===== src/design/assert_macros.svh =====
// Assertion macros shared by the drive RTL
`ifndef ASSERT_MACROS_SVH
`define ASSERT_MACROS_SVH

// Same-cycle implication, off while reset is asserted
`define DMRD_ASSERT_NOW(label, clk, rst_n, ante, cons, msg) \
    label: assert property (@(posedge clk) disable iff (!rst_n) (ante) |-> (cons)) \
        else $error(msg);

// Next-cycle implication, off while reset is asserted
`define DMRD_ASSERT_NEXT(label, clk, rst_n, ante, cons, msg) \
    label: assert property (@(posedge clk) disable iff (!rst_n) (ante) |=> (cons)) \
        else $error(msg);

`endif


===== src/design/dmrd_pkg.sv =====
// Types, constants and speed helpers for the dual motor ramp PWM drive
`timescale 1ns / 1ps

package dmrd_pkg;

    localparam int SPD_W      = 13;
    localparam int MAG_W      = SPD_W + 1;
    localparam int STEP_W     = 12;
    localparam int TMO_W      = 16;
    localparam int FRAC_BITS  = 4;
    localparam int FUNC_W     = 4;
    localparam int APB_ADDR_W = 5;
    localparam int APB_DATA_W = 32;

    localparam int AGE_BITS_DEF = 16;
    localparam int PWM_BITS_DEF = 8;

    localparam logic              SMOOTH_RST  = 1'b1;
    localparam logic [STEP_W-1:0] ACCEL_RST   = 12'd80;
    localparam logic [STEP_W-1:0] DECEL_RST   = 12'd160;
    localparam logic [STEP_W-1:0] LIMIT_RST   = 12'd4080;
    localparam logic [STEP_W-1:0] DBAND_RST   = 12'd16;
    localparam logic [TMO_W-1:0]  TIMEOUT_RST = 16'd500;

    typedef enum logic [FUNC_W-1:0] {
        FN_SET_BOTH  = 4'd0,
        FN_SET_LEFT  = 4'd1,
        FN_SET_RIGHT = 4'd2,
        FN_TICK      = 4'd3,
        FN_STOP      = 4'd4,
        FN_HALT      = 4'd5,
        FN_CLR_HALT  = 4'd6,
        FN_ENABLE    = 4'd7,
        FN_DISABLE   = 4'd8,
        FN_RESET     = 4'd9,
        FN_TMO_CHECK = 4'd10
    } func_t;

    typedef enum logic [2:0] {
        REG_SMOOTH  = 3'd0,
        REG_ACCEL   = 3'd1,
        REG_DECEL   = 3'd2,
        REG_LIMIT   = 3'd3,
        REG_DBAND   = 3'd4,
        REG_TIMEOUT = 3'd5
    } reg_idx_t;

    typedef logic signed [SPD_W-1:0] speed_t;
    typedef logic [MAG_W-1:0]        mag_t;

    function automatic mag_t mag_of(input speed_t v);
        logic signed [MAG_W-1:0] w;
        begin
            w = signed'({v[SPD_W-1], v});
            mag_of = w[MAG_W-1] ? mag_t'(-w) : mag_t'(w);
        end
    endfunction

    // clamp to +/-limit, then zero anything inside the deadband
    function automatic speed_t shape(input speed_t v, input logic [STEP_W-1:0] lim,
                                     input logic [STEP_W-1:0] db);
        logic signed [MAG_W-1:0] w;
        logic signed [MAG_W-1:0] l;
        mag_t m;
        begin
            w = signed'({v[SPD_W-1], v});
            l = signed'({2'b00, lim});
            if (w > l)
            begin
                w = l;
            end
            if (w < -l)
            begin
                w = -l;
            end
            m = w[MAG_W-1] ? mag_t'(-w) : mag_t'(w);
            if (m < {2'b00, db})
            begin
                w = '0;
            end
            shape = w[SPD_W-1:0];
        end
    endfunction

    function automatic speed_t ramp(input speed_t now, input speed_t goal,
                                    input logic [STEP_W-1:0] acc,
                                    input logic [STEP_W-1:0] dec);
        logic [STEP_W-1:0]       step;
        logic signed [MAG_W-1:0] diff;
        logic signed [MAG_W-1:0] now_w;
        logic signed [MAG_W-1:0] step_w;
        logic signed [MAG_W-1:0] sum;
        mag_t                    md;
        begin
            step   = (mag_of(goal) > mag_of(now)) ? acc : dec;
            now_w  = signed'({now[SPD_W-1], now});
            step_w = signed'({2'b00, step});
            diff   = signed'({goal[SPD_W-1], goal}) - now_w;
            md     = diff[MAG_W-1] ? mag_t'(-diff) : mag_t'(diff);
            sum    = (goal > now) ? (now_w + step_w) : (now_w - step_w);
            ramp   = (md <= {2'b00, step}) ? goal : sum[SPD_W-1:0];
        end
    endfunction

endpackage


===== src/design/dmrd_cmd_if.sv =====
// Request channel carrying drive commands
`timescale 1ns / 1ps

interface dmrd_cmd_if;
    logic                          valid;
    logic                          ready;
    logic [dmrd_pkg::FUNC_W-1:0]   func;
    logic signed [dmrd_pkg::SPD_W-1:0] left_speed;
    logic signed [dmrd_pkg::SPD_W-1:0] right_speed;

    modport source (output valid, func, left_speed, right_speed, input ready);
    modport sink   (input valid, func, left_speed, right_speed, output ready);
endinterface


===== src/design/dmrd_res_if.sv =====
// Result channel carrying duties, speeds and status
`timescale 1ns / 1ps

interface dmrd_res_if #(
    parameter int PWM_BITS = dmrd_pkg::PWM_BITS_DEF
);
    logic                              valid;
    logic                              ready;
    logic [PWM_BITS-1:0]               pwm_a_fwd;
    logic [PWM_BITS-1:0]               pwm_a_rev;
    logic [PWM_BITS-1:0]               pwm_b_fwd;
    logic [PWM_BITS-1:0]               pwm_b_rev;
    logic signed [dmrd_pkg::SPD_W-1:0] left_now;
    logic signed [dmrd_pkg::SPD_W-1:0] right_now;
    logic signed [dmrd_pkg::SPD_W-1:0] left_goal;
    logic signed [dmrd_pkg::SPD_W-1:0] right_goal;
    logic                              moving;
    logic                              halted;
    logic                              drive_on;
    logic                              timed_out;

    modport source (output valid, pwm_a_fwd, pwm_a_rev, pwm_b_fwd, pwm_b_rev,
                    left_now, right_now, left_goal, right_goal,
                    moving, halted, drive_on, timed_out, input ready);
    modport sink   (input valid, pwm_a_fwd, pwm_a_rev, pwm_b_fwd, pwm_b_rev,
                    left_now, right_now, left_goal, right_goal,
                    moving, halted, drive_on, timed_out, output ready);
endinterface


===== src/design/dual_motor_ramp_pwm_drive.sv =====
// Two-channel slew-limited H-bridge PWM drive, top level
// A request passes the input register, then the state update and result register.
// Throughput: one request per cycle while each result is taken at once;
// the state update is a single clamp/ramp pass.
// The result register lets a new request in while the previous result waits.
// Reset (rst_n low, async): speeds, targets, duties, age and halt cleared,
// drive enabled, configuration registers back to their defaults.
`timescale 1ns / 1ps
`include "assert_macros.svh"

module dual_motor_ramp_pwm_drive #(
    parameter int AGE_BITS = dmrd_pkg::AGE_BITS_DEF,
    parameter int PWM_BITS = dmrd_pkg::PWM_BITS_DEF
) (
    input  logic                              clk,
    input  logic                              rst_n,
    dmrd_cmd_if.sink                          cmd,
    dmrd_res_if.source                        res,
    input  logic                              psel,
    input  logic                              penable,
    input  logic                              pwrite,
    input  logic [dmrd_pkg::APB_ADDR_W-1:0]   paddr,
    input  logic [dmrd_pkg::APB_DATA_W-1:0]   pwdata,
    output logic [dmrd_pkg::APB_DATA_W-1:0]   prdata,
    output logic                              pready
);

    localparam int CMP_W = (AGE_BITS > dmrd_pkg::TMO_W) ? AGE_BITS : dmrd_pkg::TMO_W;
    localparam int DSH_W = dmrd_pkg::MAG_W - dmrd_pkg::FRAC_BITS;
    localparam int SAT_W = (PWM_BITS > DSH_W) ? PWM_BITS + 1 : DSH_W + 1;
    localparam logic [SAT_W-1:0] DUTY_TOP = SAT_W'((64'd1 << PWM_BITS) - 64'd1);

    // configuration registers
    logic                             smooth_reg;
    logic [dmrd_pkg::STEP_W-1:0]      accel_reg;
    logic [dmrd_pkg::STEP_W-1:0]      decel_reg;
    logic [dmrd_pkg::STEP_W-1:0]      limit_reg;
    logic [dmrd_pkg::STEP_W-1:0]      dband_reg;
    logic [dmrd_pkg::TMO_W-1:0]       tmo_reg;
    logic                             cfg_wr;
    dmrd_pkg::reg_idx_t               cfg_idx;

    // input stage
    logic                             s1_valid_reg;
    logic [dmrd_pkg::FUNC_W-1:0]      s1_func_reg;
    dmrd_pkg::speed_t                 s1_left_reg;
    dmrd_pkg::speed_t                 s1_right_reg;
    logic                             out_free;
    logic                             s1_fire;

    // drive state
    dmrd_pkg::speed_t                 lp_reg, rp_reg, lt_reg, rt_reg;
    dmrd_pkg::speed_t                 lp_next, rp_next, lt_next, rt_next;
    logic                             en_reg, en_next;
    logic                             halt_reg, halt_next;
    logic [AGE_BITS-1:0]              age_reg, age_next;
    logic [PWM_BITS-1:0]              duty_af_reg, duty_ar_reg, duty_bf_reg, duty_br_reg;
    logic [PWM_BITS-1:0]              duty_af_next, duty_ar_next, duty_bf_next, duty_br_next;
    logic                             refresh;
    logic                             tout;
    logic                             moving;
    dmrd_pkg::speed_t                 set_l, set_r;

    // result register
    logic                             out_valid_reg;
    logic [PWM_BITS-1:0]              o_af_reg, o_ar_reg, o_bf_reg, o_br_reg;
    dmrd_pkg::speed_t                 o_ln_reg, o_rn_reg, o_lg_reg, o_rg_reg;
    logic                             o_mov_reg, o_halt_reg, o_en_reg, o_tout_reg;

    function automatic logic [PWM_BITS-1:0] duty_of(input dmrd_pkg::speed_t v);
        logic [SAT_W-1:0] d;
        begin
            d = SAT_W'(dmrd_pkg::mag_of(v) >> dmrd_pkg::FRAC_BITS);
            duty_of = (d > DUTY_TOP) ? PWM_BITS'(DUTY_TOP) : PWM_BITS'(d);
        end
    endfunction

    // ---------------- configuration port ----------------
    assign pready  = 1'b1;
    assign cfg_idx = dmrd_pkg::reg_idx_t'(paddr[4:2]);
    assign cfg_wr  = psel && penable && pwrite && pready;

    always_ff @(posedge clk or negedge rst_n)
    begin
        if (!rst_n)
        begin
            smooth_reg <= dmrd_pkg::SMOOTH_RST;
            accel_reg  <= dmrd_pkg::ACCEL_RST;
            decel_reg  <= dmrd_pkg::DECEL_RST;
            limit_reg  <= dmrd_pkg::LIMIT_RST;
            dband_reg  <= dmrd_pkg::DBAND_RST;
            tmo_reg    <= dmrd_pkg::TIMEOUT_RST;
        end
        else if (cfg_wr)
        begin
            unique case (cfg_idx)
                dmrd_pkg::REG_SMOOTH:  smooth_reg <= pwdata[0];
                dmrd_pkg::REG_ACCEL:   accel_reg  <= pwdata[dmrd_pkg::STEP_W-1:0];
                dmrd_pkg::REG_DECEL:   decel_reg  <= pwdata[dmrd_pkg::STEP_W-1:0];
                dmrd_pkg::REG_LIMIT:   limit_reg  <= pwdata[dmrd_pkg::STEP_W-1:0];
                dmrd_pkg::REG_DBAND:   dband_reg  <= pwdata[dmrd_pkg::STEP_W-1:0];
                dmrd_pkg::REG_TIMEOUT: tmo_reg    <= pwdata[dmrd_pkg::TMO_W-1:0];
                default: ;
            endcase
        end
    end

    always_comb
    begin
        unique case (cfg_idx)
            dmrd_pkg::REG_SMOOTH:  prdata = dmrd_pkg::APB_DATA_W'(smooth_reg);
            dmrd_pkg::REG_ACCEL:   prdata = dmrd_pkg::APB_DATA_W'(accel_reg);
            dmrd_pkg::REG_DECEL:   prdata = dmrd_pkg::APB_DATA_W'(decel_reg);
            dmrd_pkg::REG_LIMIT:   prdata = dmrd_pkg::APB_DATA_W'(limit_reg);
            dmrd_pkg::REG_DBAND:   prdata = dmrd_pkg::APB_DATA_W'(dband_reg);
            dmrd_pkg::REG_TIMEOUT: prdata = dmrd_pkg::APB_DATA_W'(tmo_reg);
            default:               prdata = '0;
        endcase
    end

    // ---------------- handshake ----------------
    assign out_free  = !out_valid_reg || res.ready;
    assign s1_fire   = s1_valid_reg && out_free;
    assign cmd.ready = !s1_valid_reg || out_free;

    always_ff @(posedge clk or negedge rst_n)
    begin
        if (!rst_n)
        begin
            s1_valid_reg <= 1'b0;
        end
        else if (cmd.ready)
        begin
            s1_valid_reg <= cmd.valid;
        end
    end

    always_ff @(posedge clk)
    begin
        if (cmd.valid && cmd.ready)
        begin
            s1_func_reg  <= cmd.func;
            s1_left_reg  <= cmd.left_speed;
            s1_right_reg <= cmd.right_speed;
        end
    end

    // ---------------- command decode and state update ----------------
    // set left re-shapes the held right target, and the other way round
    assign set_l = (dmrd_pkg::func_t'(s1_func_reg) == dmrd_pkg::FN_SET_RIGHT)
                   ? lt_reg : s1_left_reg;
    assign set_r = (dmrd_pkg::func_t'(s1_func_reg) == dmrd_pkg::FN_SET_LEFT)
                   ? rt_reg : s1_right_reg;

    always_comb
    begin
        lp_next   = lp_reg;
        rp_next   = rp_reg;
        lt_next   = lt_reg;
        rt_next   = rt_reg;
        en_next   = en_reg;
        halt_next = halt_reg;
        age_next  = age_reg;
        refresh   = 1'b0;
        tout      = 1'b0;

        case (dmrd_pkg::func_t'(s1_func_reg)) inside
            dmrd_pkg::FN_SET_BOTH, dmrd_pkg::FN_SET_LEFT, dmrd_pkg::FN_SET_RIGHT:
            begin
                if (en_reg && !halt_reg)
                begin
                    lt_next  = dmrd_pkg::shape(set_l, limit_reg, dband_reg);
                    rt_next  = dmrd_pkg::shape(set_r, limit_reg, dband_reg);
                    age_next = '0;
                    if (!smooth_reg)
                    begin
                        lp_next = lt_next;
                        rp_next = rt_next;
                        refresh = 1'b1;
                    end
                end
            end
            dmrd_pkg::FN_TICK:
            begin
                if (age_reg != '1)
                begin
                    age_next = age_reg + 1'b1;
                end
                if (smooth_reg)
                begin
                    lp_next = dmrd_pkg::ramp(lp_reg, lt_reg, accel_reg, decel_reg);
                    rp_next = dmrd_pkg::ramp(rp_reg, rt_reg, accel_reg, decel_reg);
                    refresh = 1'b1;
                end
            end
            dmrd_pkg::FN_HALT:
            begin
                halt_next = 1'b1;
                lp_next   = '0;
                rp_next   = '0;
                lt_next   = '0;
                rt_next   = '0;
                refresh   = 1'b1;
            end
            dmrd_pkg::FN_CLR_HALT:
            begin
                halt_next = 1'b0;
            end
            dmrd_pkg::FN_ENABLE:
            begin
                if (!halt_reg)
                begin
                    en_next = 1'b1;
                end
            end
            dmrd_pkg::FN_STOP, dmrd_pkg::FN_DISABLE, dmrd_pkg::FN_RESET,
            dmrd_pkg::FN_TMO_CHECK:
            begin
                // all of these stop, the timeout check only once the age passes the limit
                if (dmrd_pkg::func_t'(s1_func_reg) != dmrd_pkg::FN_TMO_CHECK ||
                    CMP_W'(age_reg) > CMP_W'(tmo_reg))
                begin
                    lt_next = '0;
                    rt_next = '0;
                    if (!smooth_reg || halt_reg)
                    begin
                        lp_next = '0;
                        rp_next = '0;
                        refresh = 1'b1;
                    end
                end
                if (dmrd_pkg::func_t'(s1_func_reg) == dmrd_pkg::FN_TMO_CHECK)
                begin
                    tout = CMP_W'(age_reg) > CMP_W'(tmo_reg);
                end
                if (dmrd_pkg::func_t'(s1_func_reg) == dmrd_pkg::FN_DISABLE)
                begin
                    en_next = 1'b0;
                end
                if (dmrd_pkg::func_t'(s1_func_reg) == dmrd_pkg::FN_RESET)
                begin
                    // duties stay as they were unless the stop refreshed them
                    lp_next   = '0;
                    rp_next   = '0;
                    halt_next = 1'b0;
                    age_next  = '0;
                end
            end
            default: ;
        endcase
    end

    always_comb
    begin
        duty_af_next = duty_af_reg;
        duty_ar_next = duty_ar_reg;
        duty_bf_next = duty_bf_reg;
        duty_br_next = duty_br_reg;
        if (refresh)
        begin
            duty_af_next = lp_next[dmrd_pkg::SPD_W-1] ? '0 : duty_of(lp_next);
            duty_ar_next = lp_next[dmrd_pkg::SPD_W-1] ? duty_of(lp_next) : '0;
            duty_bf_next = rp_next[dmrd_pkg::SPD_W-1] ? '0 : duty_of(rp_next);
            duty_br_next = rp_next[dmrd_pkg::SPD_W-1] ? duty_of(rp_next) : '0;
        end
    end

    assign moving = (dmrd_pkg::mag_of(lp_next) > {2'b00, dband_reg}) ||
                    (dmrd_pkg::mag_of(rp_next) > {2'b00, dband_reg});

    always_ff @(posedge clk or negedge rst_n)
    begin
        if (!rst_n)
        begin
            lp_reg      <= '0;
            rp_reg      <= '0;
            lt_reg      <= '0;
            rt_reg      <= '0;
            en_reg      <= 1'b1;
            halt_reg    <= 1'b0;
            age_reg     <= '0;
            duty_af_reg <= '0;
            duty_ar_reg <= '0;
            duty_bf_reg <= '0;
            duty_br_reg <= '0;
        end
        else if (s1_fire)
        begin
            lp_reg      <= lp_next;
            rp_reg      <= rp_next;
            lt_reg      <= lt_next;
            rt_reg      <= rt_next;
            en_reg      <= en_next;
            halt_reg    <= halt_next;
            age_reg     <= age_next;
            duty_af_reg <= duty_af_next;
            duty_ar_reg <= duty_ar_next;
            duty_bf_reg <= duty_bf_next;
            duty_br_reg <= duty_br_next;
        end
    end

    // ---------------- result register ----------------
    always_ff @(posedge clk or negedge rst_n)
    begin
        if (!rst_n)
        begin
            out_valid_reg <= 1'b0;
        end
        else if (out_free)
        begin
            out_valid_reg <= s1_valid_reg;
        end
    end

    always_ff @(posedge clk)
    begin
        if (s1_fire)
        begin
            o_af_reg   <= duty_af_next;
            o_ar_reg   <= duty_ar_next;
            o_bf_reg   <= duty_bf_next;
            o_br_reg   <= duty_br_next;
            o_ln_reg   <= lp_next;
            o_rn_reg   <= rp_next;
            o_lg_reg   <= lt_next;
            o_rg_reg   <= rt_next;
            o_mov_reg  <= moving;
            o_halt_reg <= halt_next;
            o_en_reg   <= en_next;
            o_tout_reg <= tout;
        end
    end

    assign res.valid      = out_valid_reg;
    assign res.pwm_a_fwd  = o_af_reg;
    assign res.pwm_a_rev  = o_ar_reg;
    assign res.pwm_b_fwd  = o_bf_reg;
    assign res.pwm_b_rev  = o_br_reg;
    assign res.left_now   = o_ln_reg;
    assign res.right_now  = o_rn_reg;
    assign res.left_goal  = o_lg_reg;
    assign res.right_goal = o_rg_reg;
    assign res.moving     = o_mov_reg;
    assign res.halted     = o_halt_reg;
    assign res.drive_on   = o_en_reg;
    assign res.timed_out  = o_tout_reg;

    // ---------------- assertions ----------------
    `DMRD_ASSERT_NOW(a_halt_zero, clk, rst_n, halt_reg, lp_reg == '0 && rp_reg == '0 && lt_reg == '0 && rt_reg == '0, "halted with nonzero speed or target")
    `DMRD_ASSERT_NOW(a_tout_stops, clk, rst_n, out_valid_reg && o_tout_reg, o_lg_reg == '0 && o_rg_reg == '0, "timeout result with nonzero target")
    `DMRD_ASSERT_NEXT(a_fire_result, clk, rst_n, s1_fire, out_valid_reg, "processed request left no result")

endmodule

===== src/flat_wrapper.sv =====
// flat-port wrapper written by rule: the top's interface ports become plain ports
module dual_motor_ramp_pwm_drive_flat 
#(
    parameter int AGE_BITS = dmrd_pkg::AGE_BITS_DEF,
    parameter int PWM_BITS = dmrd_pkg::PWM_BITS_DEF
)
  (clk, rst_n, psel, penable, pwrite, paddr, pwdata, prdata, pready, cmd_valid, cmd_func, cmd_left_speed, cmd_right_speed, cmd_ready, res_valid, res_pwm_a_fwd, res_pwm_a_rev, res_pwm_b_fwd, res_pwm_b_rev, res_left_now, res_right_now, res_left_goal, res_right_goal, res_moving, res_halted, res_drive_on, res_timed_out, res_ready);
  dmrd_cmd_if cmd_i ();
  dmrd_res_if #(.PWM_BITS(PWM_BITS)) res_i ();
  input  logic clk;
  input  logic rst_n;
  input  logic psel;
  input  logic penable;
  input  logic pwrite;
  input  logic [dmrd_pkg::APB_ADDR_W-1:0] paddr;
  input  logic [dmrd_pkg::APB_DATA_W-1:0] pwdata;
  output logic [dmrd_pkg::APB_DATA_W-1:0] prdata;
  output logic pready;
  input wire logic [$bits(cmd_i.valid)-1:0] cmd_valid;
  input wire logic [$bits(cmd_i.func)-1:0] cmd_func;
  input wire logic [$bits(cmd_i.left_speed)-1:0] cmd_left_speed;
  input wire logic [$bits(cmd_i.right_speed)-1:0] cmd_right_speed;
  output wire logic [$bits(cmd_i.ready)-1:0] cmd_ready;
  output wire logic [$bits(res_i.valid)-1:0] res_valid;
  output wire logic [$bits(res_i.pwm_a_fwd)-1:0] res_pwm_a_fwd;
  output wire logic [$bits(res_i.pwm_a_rev)-1:0] res_pwm_a_rev;
  output wire logic [$bits(res_i.pwm_b_fwd)-1:0] res_pwm_b_fwd;
  output wire logic [$bits(res_i.pwm_b_rev)-1:0] res_pwm_b_rev;
  output wire logic [$bits(res_i.left_now)-1:0] res_left_now;
  output wire logic [$bits(res_i.right_now)-1:0] res_right_now;
  output wire logic [$bits(res_i.left_goal)-1:0] res_left_goal;
  output wire logic [$bits(res_i.right_goal)-1:0] res_right_goal;
  output wire logic [$bits(res_i.moving)-1:0] res_moving;
  output wire logic [$bits(res_i.halted)-1:0] res_halted;
  output wire logic [$bits(res_i.drive_on)-1:0] res_drive_on;
  output wire logic [$bits(res_i.timed_out)-1:0] res_timed_out;
  input wire logic [$bits(res_i.ready)-1:0] res_ready;
  assign cmd_i.valid = cmd_valid;
  assign cmd_i.func = cmd_func;
  assign cmd_i.left_speed = cmd_left_speed;
  assign cmd_i.right_speed = cmd_right_speed;
  assign cmd_ready = cmd_i.ready;
  assign res_valid = res_i.valid;
  assign res_pwm_a_fwd = res_i.pwm_a_fwd;
  assign res_pwm_a_rev = res_i.pwm_a_rev;
  assign res_pwm_b_fwd = res_i.pwm_b_fwd;
  assign res_pwm_b_rev = res_i.pwm_b_rev;
  assign res_left_now = res_i.left_now;
  assign res_right_now = res_i.right_now;
  assign res_left_goal = res_i.left_goal;
  assign res_right_goal = res_i.right_goal;
  assign res_moving = res_i.moving;
  assign res_halted = res_i.halted;
  assign res_drive_on = res_i.drive_on;
  assign res_timed_out = res_i.timed_out;
  assign res_i.ready = res_ready;
  dual_motor_ramp_pwm_drive #(.AGE_BITS(AGE_BITS), .PWM_BITS(PWM_BITS)) u_core (.clk(clk), .rst_n(rst_n), .cmd(cmd_i), .res(res_i), .psel(psel), .penable(penable), .pwrite(pwrite), .paddr(paddr), .pwdata(pwdata), .prdata(prdata), .pready(pready));
endmodule

===== config.mk =====
export PLATFORM = sky130hd
export DESIGN_NAME = dual_motor_ramp_pwm_drive_flat
export DESIGN_NICKNAME = d
export VERILOG_FILES = /design/src/design/dmrd_pkg.sv /design/src/design/dmrd_cmd_if.sv /design/src/design/dmrd_res_if.sv /design/src/design/dual_motor_ramp_pwm_drive.sv /design/src/flat_wrapper.sv
export VERILOG_INCLUDE_DIRS = /design/src /design/src/design
export SDC_FILE = /design/constraint.sdc
export NUM_CORES = 1
export LEC_CHECK = 0
export ABC_CLOCK_PERIOD_IN_PS = 11600
export CELL_PAD_IN_SITES_DETAIL_PLACEMENT = 1
export CELL_PAD_IN_SITES_GLOBAL_PLACEMENT = 1
export CORE_UTILIZATION = 35
export CTS_BUF_LIST = sky130_fd_sc_hd__clkbuf_4
export CTS_CLUSTER_SIZE = 40
export DETAILED_ROUTE_END_ITERATION = 10
export DONT_BUFFER_PORTS = 1
export HOLD_SLACK_MARGIN = 0.02
export PLACE_DENSITY_LB_ADDON = 0.1
export REMOVE_ABC_BUFFERS = 1
export SLEW_MARGIN = 15
export SYNTH_ARGS = -nofsm -noshare
export SYNTH_HDL_FRONTEND = slang
export SYNTH_SLANG_ARGS = --single-unit

===== constraint.sdc =====
create_clock -name clk -period 11.6 [get_ports clk]
set_input_delay 2.9 -clock clk [delete_from_list [all_inputs] [get_ports clk]]
set_output_delay 2.9 -clock clk [all_outputs]
set_load 0.05 [all_outputs]

; ---- Word level (Yosys, flattened, before mapping)
; Cells that the tools add are included.
[word_totals]
regBits = 287
latch_bits = 0
ramBits = 0
romBits = 0
inputBits = 74
output_inout_bits = 123
n_memories = 0
[classes]
addsub = 18
n_mul = 0
div = 0
order_cmp = 17
eq_ne = 22
shift = 0
n_mux = 118
bitwise = 2
n_reduce_logical = 28
[op_table]
columns = cell, n
row1 = $mux 13, 48
row2 = $mux 14, 22
row3 = $mux 16, 9
row4 = $pmux 16 s6, 1
row5 = $neg 13->14, 6
row6 = $mux 8, 10
row7 = $neg 14->14, 4
row8 = $gt 13x13->1, 4
row9 = $gt 14x12->1, 2
row10 = $gt 14x14->1, 2
row11 = $le 14x12->1, 2
row12 = $lt 14x12->1, 2
row13 = $lt 14x14->1, 2
row14 = $sub 13x13->14, 2
row15 = $add 13x13->13, 2
row16 = $mux 1, 26
row17 = $sub 13x13->13, 2
row18 = $mux 12, 2
row19 = $gt 10x8->1 const B, 2
row20 = $add 16x1->16 const B, 1
row21 = $eq 4x3->1 const B, 4
row22 = $gt 16x16->1, 1
row23 = $ne 16x16->1 const B, 1
row24 = $neg 12->14, 1
row25 = other kinds (22), 47

; ---- Depth between registers and ports, before layout
[depth]
word_depth = 23
mapped_depth = 62

; ---- Least setup slack after synthesis
; No wires, ideal clock.
[synth_path]
kind = register to register
from = reg u_core.s1_func_reg[3] (netlist bit)
to = reg u_core.o_mov_reg, in the netlist u_core.res.moving (data pin)
t_arrival_ns = 11.886
setup_slack_ns = -0.549
path_stages_with_launch = 60
path_buffers = 8
period_less_slack_ns = 12.149
path_cell_list = edfxtp_1 -> buf_2 -> nor4b_4 -> buf_2 -> buf_2 -> mux2_2 -> ha_1 -> and3_1 -> nand4_1 -> o31a_1 -> nor2_1 -> clkbuf_1 -> buf_1 -> a21boi_0 -> ha_1 -> a21oi_1 -> o21ai_0 -> nor4_1 -> [24 not listed] -> clkbuf_1 -> nand2_1 -> o21ai_0 -> ha_1 -> nor2b_1 -> o21a_1 -> o21a_1 -> o21a_1 -> o21a_1 -> o21a_1 -> o21a_1 -> o21ai_0 -> nand2b_1 -> a21oi_1 -> nor2b_1 -> o21a_1 -> o32a_1 -> a2111o_1
[synth_via]
elab_chain_len = 21
[synth_rtl]
columns = element, line
row1 = "start, declared", dual_motor_ramp_pwm_drive.sv:45  ; logic [dmrd_pkg::FUNC_W-1:0] s1_func_reg;
row2 = "start signal, assigned", dual_motor_ramp_pwm_drive.sv:142  ; s1_func_reg <= cmd.func;
row3 = $eq 4x1->1, dual_motor_ramp_pwm_drive.sv:152  ; assign set_r = (dmrd_pkg::func_t'(s1_func_reg) == dmrd_pkg::FN_SET_LEFT)
row4 = $mux 13, dual_motor_ramp_pwm_drive.sv:153  ; ? rt_reg : s1_right_reg;
row5 = $gt 13x13->1, dmrd_pkg.sv:68  ; if (w > l)
row6 = $mux 14, dmrd_pkg.sv:68
row7 = $mux 14, dual_motor_ramp_pwm_drive.sv:170  ; if (en_reg && !halt_reg)
row8 = $mux 14, dual_motor_ramp_pwm_drive.sv:167  ; case (dmrd_pkg::func_t'(s1_func_reg)) inside
row9 = $lt 14x14->1, dmrd_pkg.sv:72  ; if (w < -l)
row10 = $mux 14, dmrd_pkg.sv:72
row11 = [7 not listed], --
row12 = $mux 13, dual_motor_ramp_pwm_drive.sv:170
row13 = $mux 13 *, dual_motor_ramp_pwm_drive.sv:167
row14 = net u_core.rp_next[12], dual_motor_ramp_pwm_drive.sv:53  ; dmrd_pkg::speed_t lp_next, rp_next, lt_next, rt_next;
row15 = $neg 13->14, dmrd_pkg.sv:55  ; mag_of = w[MAG_W-1] ? mag_t'(-w) : mag_t'(w);
row16 = $mux 14 *, dmrd_pkg.sv:55
row17 = $gt 14x12->1 *, dual_motor_ramp_pwm_drive.sv:269  ; (dmrd_pkg::mag_of(rp_next) > {2'b00, dband_reg});
row18 = $logic_or 1x1->1 *, dual_motor_ramp_pwm_drive.sv:268  ; assign moving = (dmrd_pkg::mag_of(lp_next) > {2'b00, dband_reg}) ||
row19 = net u_core.moving, dual_motor_ramp_pwm_drive.sv:61  ; logic moving;
row20 = "end signal, assigned", dual_motor_ramp_pwm_drive.sv:328  ; o_mov_reg <= moving;
row21 = "end, declared", dual_motor_ramp_pwm_drive.sv:68  ; logic o_mov_reg, o_halt_reg, o_en_reg, o_tout_reg;
; The timed path passes the listed nets; every way through them passes the cells marked *. The select of a mux whose other input is x is not followed.
; A chain may end at the register's enable or synchronous reset.

; ---- Worst setup path after layout
[layout_path]
from = reg u_core.s1_func_reg[2] (netlist bit)
to = reg u_core.o_mov_reg, in the netlist u_core.res.moving (data pin)
[layout_via]
elab_chain_len = 21
[layout_rtl]
columns = element, line
row1 = $eq 4x2->1 / $eq 4x1->1 (equally long branches), "dual_motor_ramp_pwm_drive.sv:150, dual_motor_ramp_pwm_drive.sv:152"
row2 = "$mux 13, on equally long branches", "dual_motor_ramp_pwm_drive.sv:151, dual_motor_ramp_pwm_drive.sv:153"
row3 = $gt 13x13->1, dmrd_pkg.sv:68
row4 = $mux 14, dmrd_pkg.sv:68
row5 = $mux 14, dual_motor_ramp_pwm_drive.sv:170
row6 = $mux 14, dual_motor_ramp_pwm_drive.sv:167
row7 = $lt 14x14->1, dmrd_pkg.sv:72
row8 = $mux 14, dmrd_pkg.sv:72
row9 = [6 not listed], --
row10 = $mux 13, dual_motor_ramp_pwm_drive.sv:175  ; if (!smooth_reg)
row11 = $mux 13, dual_motor_ramp_pwm_drive.sv:170
row12 = $mux 13, dual_motor_ramp_pwm_drive.sv:167
row13 = $neg 13->14, dmrd_pkg.sv:55
row14 = $mux 14, dmrd_pkg.sv:55
row15 = "$gt 14x12->1, on equally long branches", "dual_motor_ramp_pwm_drive.sv:268, dual_motor_ramp_pwm_drive.sv:269"
row16 = $logic_or 1x1->1 *, dual_motor_ramp_pwm_drive.sv:268
row17 = net u_core.moving, dual_motor_ramp_pwm_drive.sv:61
; Marks and branches as above.

==> flow_summary.json <==
{
  "synth_edf_count": 118,
  "hold_class": "reg -> reg",
  "place_ws_ps": -443,
  "yosysUniqueCellTypes": 108,
  "die_area_sq_um": 70600,
  "initial_core_util": 0.354,
  "area_growth_pct": 17.6,
  "syn-cell-area_sq_um": 24400,
  "grt_max_degree": 170,
  "fmax_ghz": 0.0901,
  "tns_ps": 0,
  "wl_per_cell_microns": 25.2,
  "postRouteAntennaNets": 0,
  "htree_levels": 3,
  "worstSkewPairLatency_ps": 870,
  "fin_hold_ws_ps": 477,
  "grtUsageTotal": 0.284,
  "first_iter_violations": 1250,
  "num_io_pins": 197,
  "die_w_microns": 266,
  "finalHoldViolations": 0,
  "startpoint_type": "register",
  "netlist_instances": 2800,
  "slew_viol_final": 0,
  "overflow": 0,
  "place_congestion": 0.946,
  "yosysWarnings": 0,
  "avgSynthCellArea_sq_um": 8.70,
  "grt_antenna_before_repair": 2,
  "cts_tree": "yes",
  "num_vias": 22846,
  "synth_top_area_cell": "dfrtp_1",
  "viasPerCell": 5.63,
  "multiInputGateArea_sq_um": 15800,
  "cts_buffers": 84,
  "power.total_mw": 9.58,
  "critPathKind": "reg -> reg",
  "clk_pin_slew_worst_paths_ps": 70,
  "fillCellCount": 8175,
  "crit_slowest_cell": "edfxtp_1",
  "drv_cap": 0,
  "clockRootBuffer": "clkbuf_4",
  "critPathArrivalTime_ps": 11700,
  "regArea_sq_um": 7800,
  "routed_wl_microns": 102000,
  "p_per_area_nw_per_um2": 335,
  "firstDrtPassIters": 5,
  "layout-drive-gt1-share": 0.207,
  "max-vdd-ir-drop_uv": 207,
  "fin_ws_ps": 502,
  "skew_ps": 65.0,
  "placed_area_sq_um": 27000,
  "synthTopCellsByArea": "dfrtp_1 15%, edfxtp_1 15%, ha_1 12%",
  "slew_headroom": 0.209,
  "critPathCaptureType": "register",
  "path_max_fanout": 17,
  "grt_pass1_vias": 23532,
  "leakage_nw": 12.5,
  "route.detailed.drc": 0,
  "fin_crit_sh": 0.957,
  "coreArea_sq_um": 68700,
  "final_nets": 3358,
  "cp_common_cell": "buf_4",
  "worst_pin_slew_ps": 1180,
  "synth_ff_type": "dfrtp_1",
  "final_cell_area_sq_um": 28600,
  "ctsHoldBuffers": 0,
  "numClockSinks": 287,
  "rows": 96,
  "fp.dieH_microns": 266,
  "ys_seq_area_frac": 0.320,
  "clock_path_buffers": 3,
  "setup_viol": 0,
  "synth_commonest_cells": "371 x nand2_1, 228 x ha_1, 226 x o21ai_0",
  "io_buffers": 0,
  "synth_top_cell_area_share": 0.152,
  "grt_pass1_wl_microns": 150000,
  "synth.most_common_cell": "nand2_1",
  "status": "finished, final reports clean",
  "synthArstFlopShare": 0.589,
  "cp.required_ps": 12200,
  "post-route-min-period_ps": 11100,
  "dpl.hpwl_microns": 79200,
  "cp_slowest_stage_delay_ps": 440,
  "ys_ff_latch": 287
}
-- critical path: cells and delay by family (launching register included) --
kind                       cells  cell delay [ps]
AOI/OAI and AO/OA             25             4190
adders and majority gates      4             1290
xor gates and xnor gates       2              340
and+or+nand+nor               16             2410
muxes                          2              500
buffers and inverters         10             1630
DFF                            1              440
-- layout make-up --
cell class                      instances  area share
Inverter                              149      0.0197
Sequential cell                       287       0.272
Clock buffer                          123      0.0322
Timing Repair Buffer                  288      0.0783
Clock inverter                         34     0.00633
Multi-Input combinational cell       2242       0.550
Tap cell                              931      0.0407
Antenna cell                            4    0.000349
-- kinds of logic (layout without fill, tap and decap cells) --
kind of cell             after synthesis  count (layout)  share of synthesized area
AND/OR/NAND/NOR                      923             924                      0.178
AO/OA/AOI/OAI                        725             725                      0.195
buffers and inverters                291             594                     0.0486
flip-flops                           287             287                      0.320
adder cells (fa/ha/maj)              232             232                      0.120
XOR/XNOR                             171             171                     0.0618
multiplexers                         169             169                     0.0752
other                                  2              25                   0.000308
-- cell usage in the layout (no fill, tap or decap), types with 110 or more instances in the layout --
cell	netlist	layout
edfxtp_1	118	118
xnor2_1	111	110
ha_1	228	228
dfrtp_1	148	148
nand2_1	371	367
a21oi_1	160	150
nor2_1	190	186
buf_4	19	281
clkbuf_4	0	123
o21ai_0	226	216
inv_1	148	146
-- layer usage --
metal	share of wire	vias to the layer above	GRT usage
met5	0	-	0
met4	0.040	0	0.107
met3	0.033	194	0.0369
met2	0.48	488	0.487
met1	0.44	11482	0.362
li1	-	10682	-
-- power breakdown --
group / internal [mW] / switching [mW]
registers: 1.33 / 0.448
logic: 2.72 / 4.07
clock network: 0.513 / 0.500
-- through the flow --
stage | util | instances
after CTS | 0.410 | 4027
after floorplan | - | 2677
after global routing | 0.417 | 4058
after detailed placement | 0.393 | 3870
after global placement | 0.393 | 3870
final | 0.417 | 4058
-- what timing repair did --
action                                  CTS  global route
resized for setup                         4            68
endpoints found under the hold margin     0             0
pin swaps                                 0            21
buffers inserted                          0            24
endpoints found under the setup margin    1             1
gates cloned                              0             3
-- final timing paths --
path,startpoint,endpoint,slack (ps),cells after the start
hold / removal,u_core.duty_af_reg[0]$_DFFE_PN0P_,u_core.duty_af_reg[0]$_DFFE_PN0P_,480,2
hold reg to reg,u_core.duty_af_reg[0]$_DFFE_PN0P_,u_core.duty_af_reg[0]$_DFFE_PN0P_,480,2
max in group asynchronous,rst_n,u_core.duty_ar_reg[3]$_DFFE_PN0P_,9450,0
min in group asynchronous,rst_n,u_core.age_reg[2]$_DFFE_PN0P_,1740,0
setup reg to reg,u_core.s1_func_reg[2]$_DFFE_PP_,u_core.res.moving$_DFFE_PP_,500,59
setup / recovery,u_core.s1_func_reg[2]$_DFFE_PP_,u_core.res.moving$_DFFE_PP_,500,59
No activity file was read; power rests on OpenSTA's default activity.
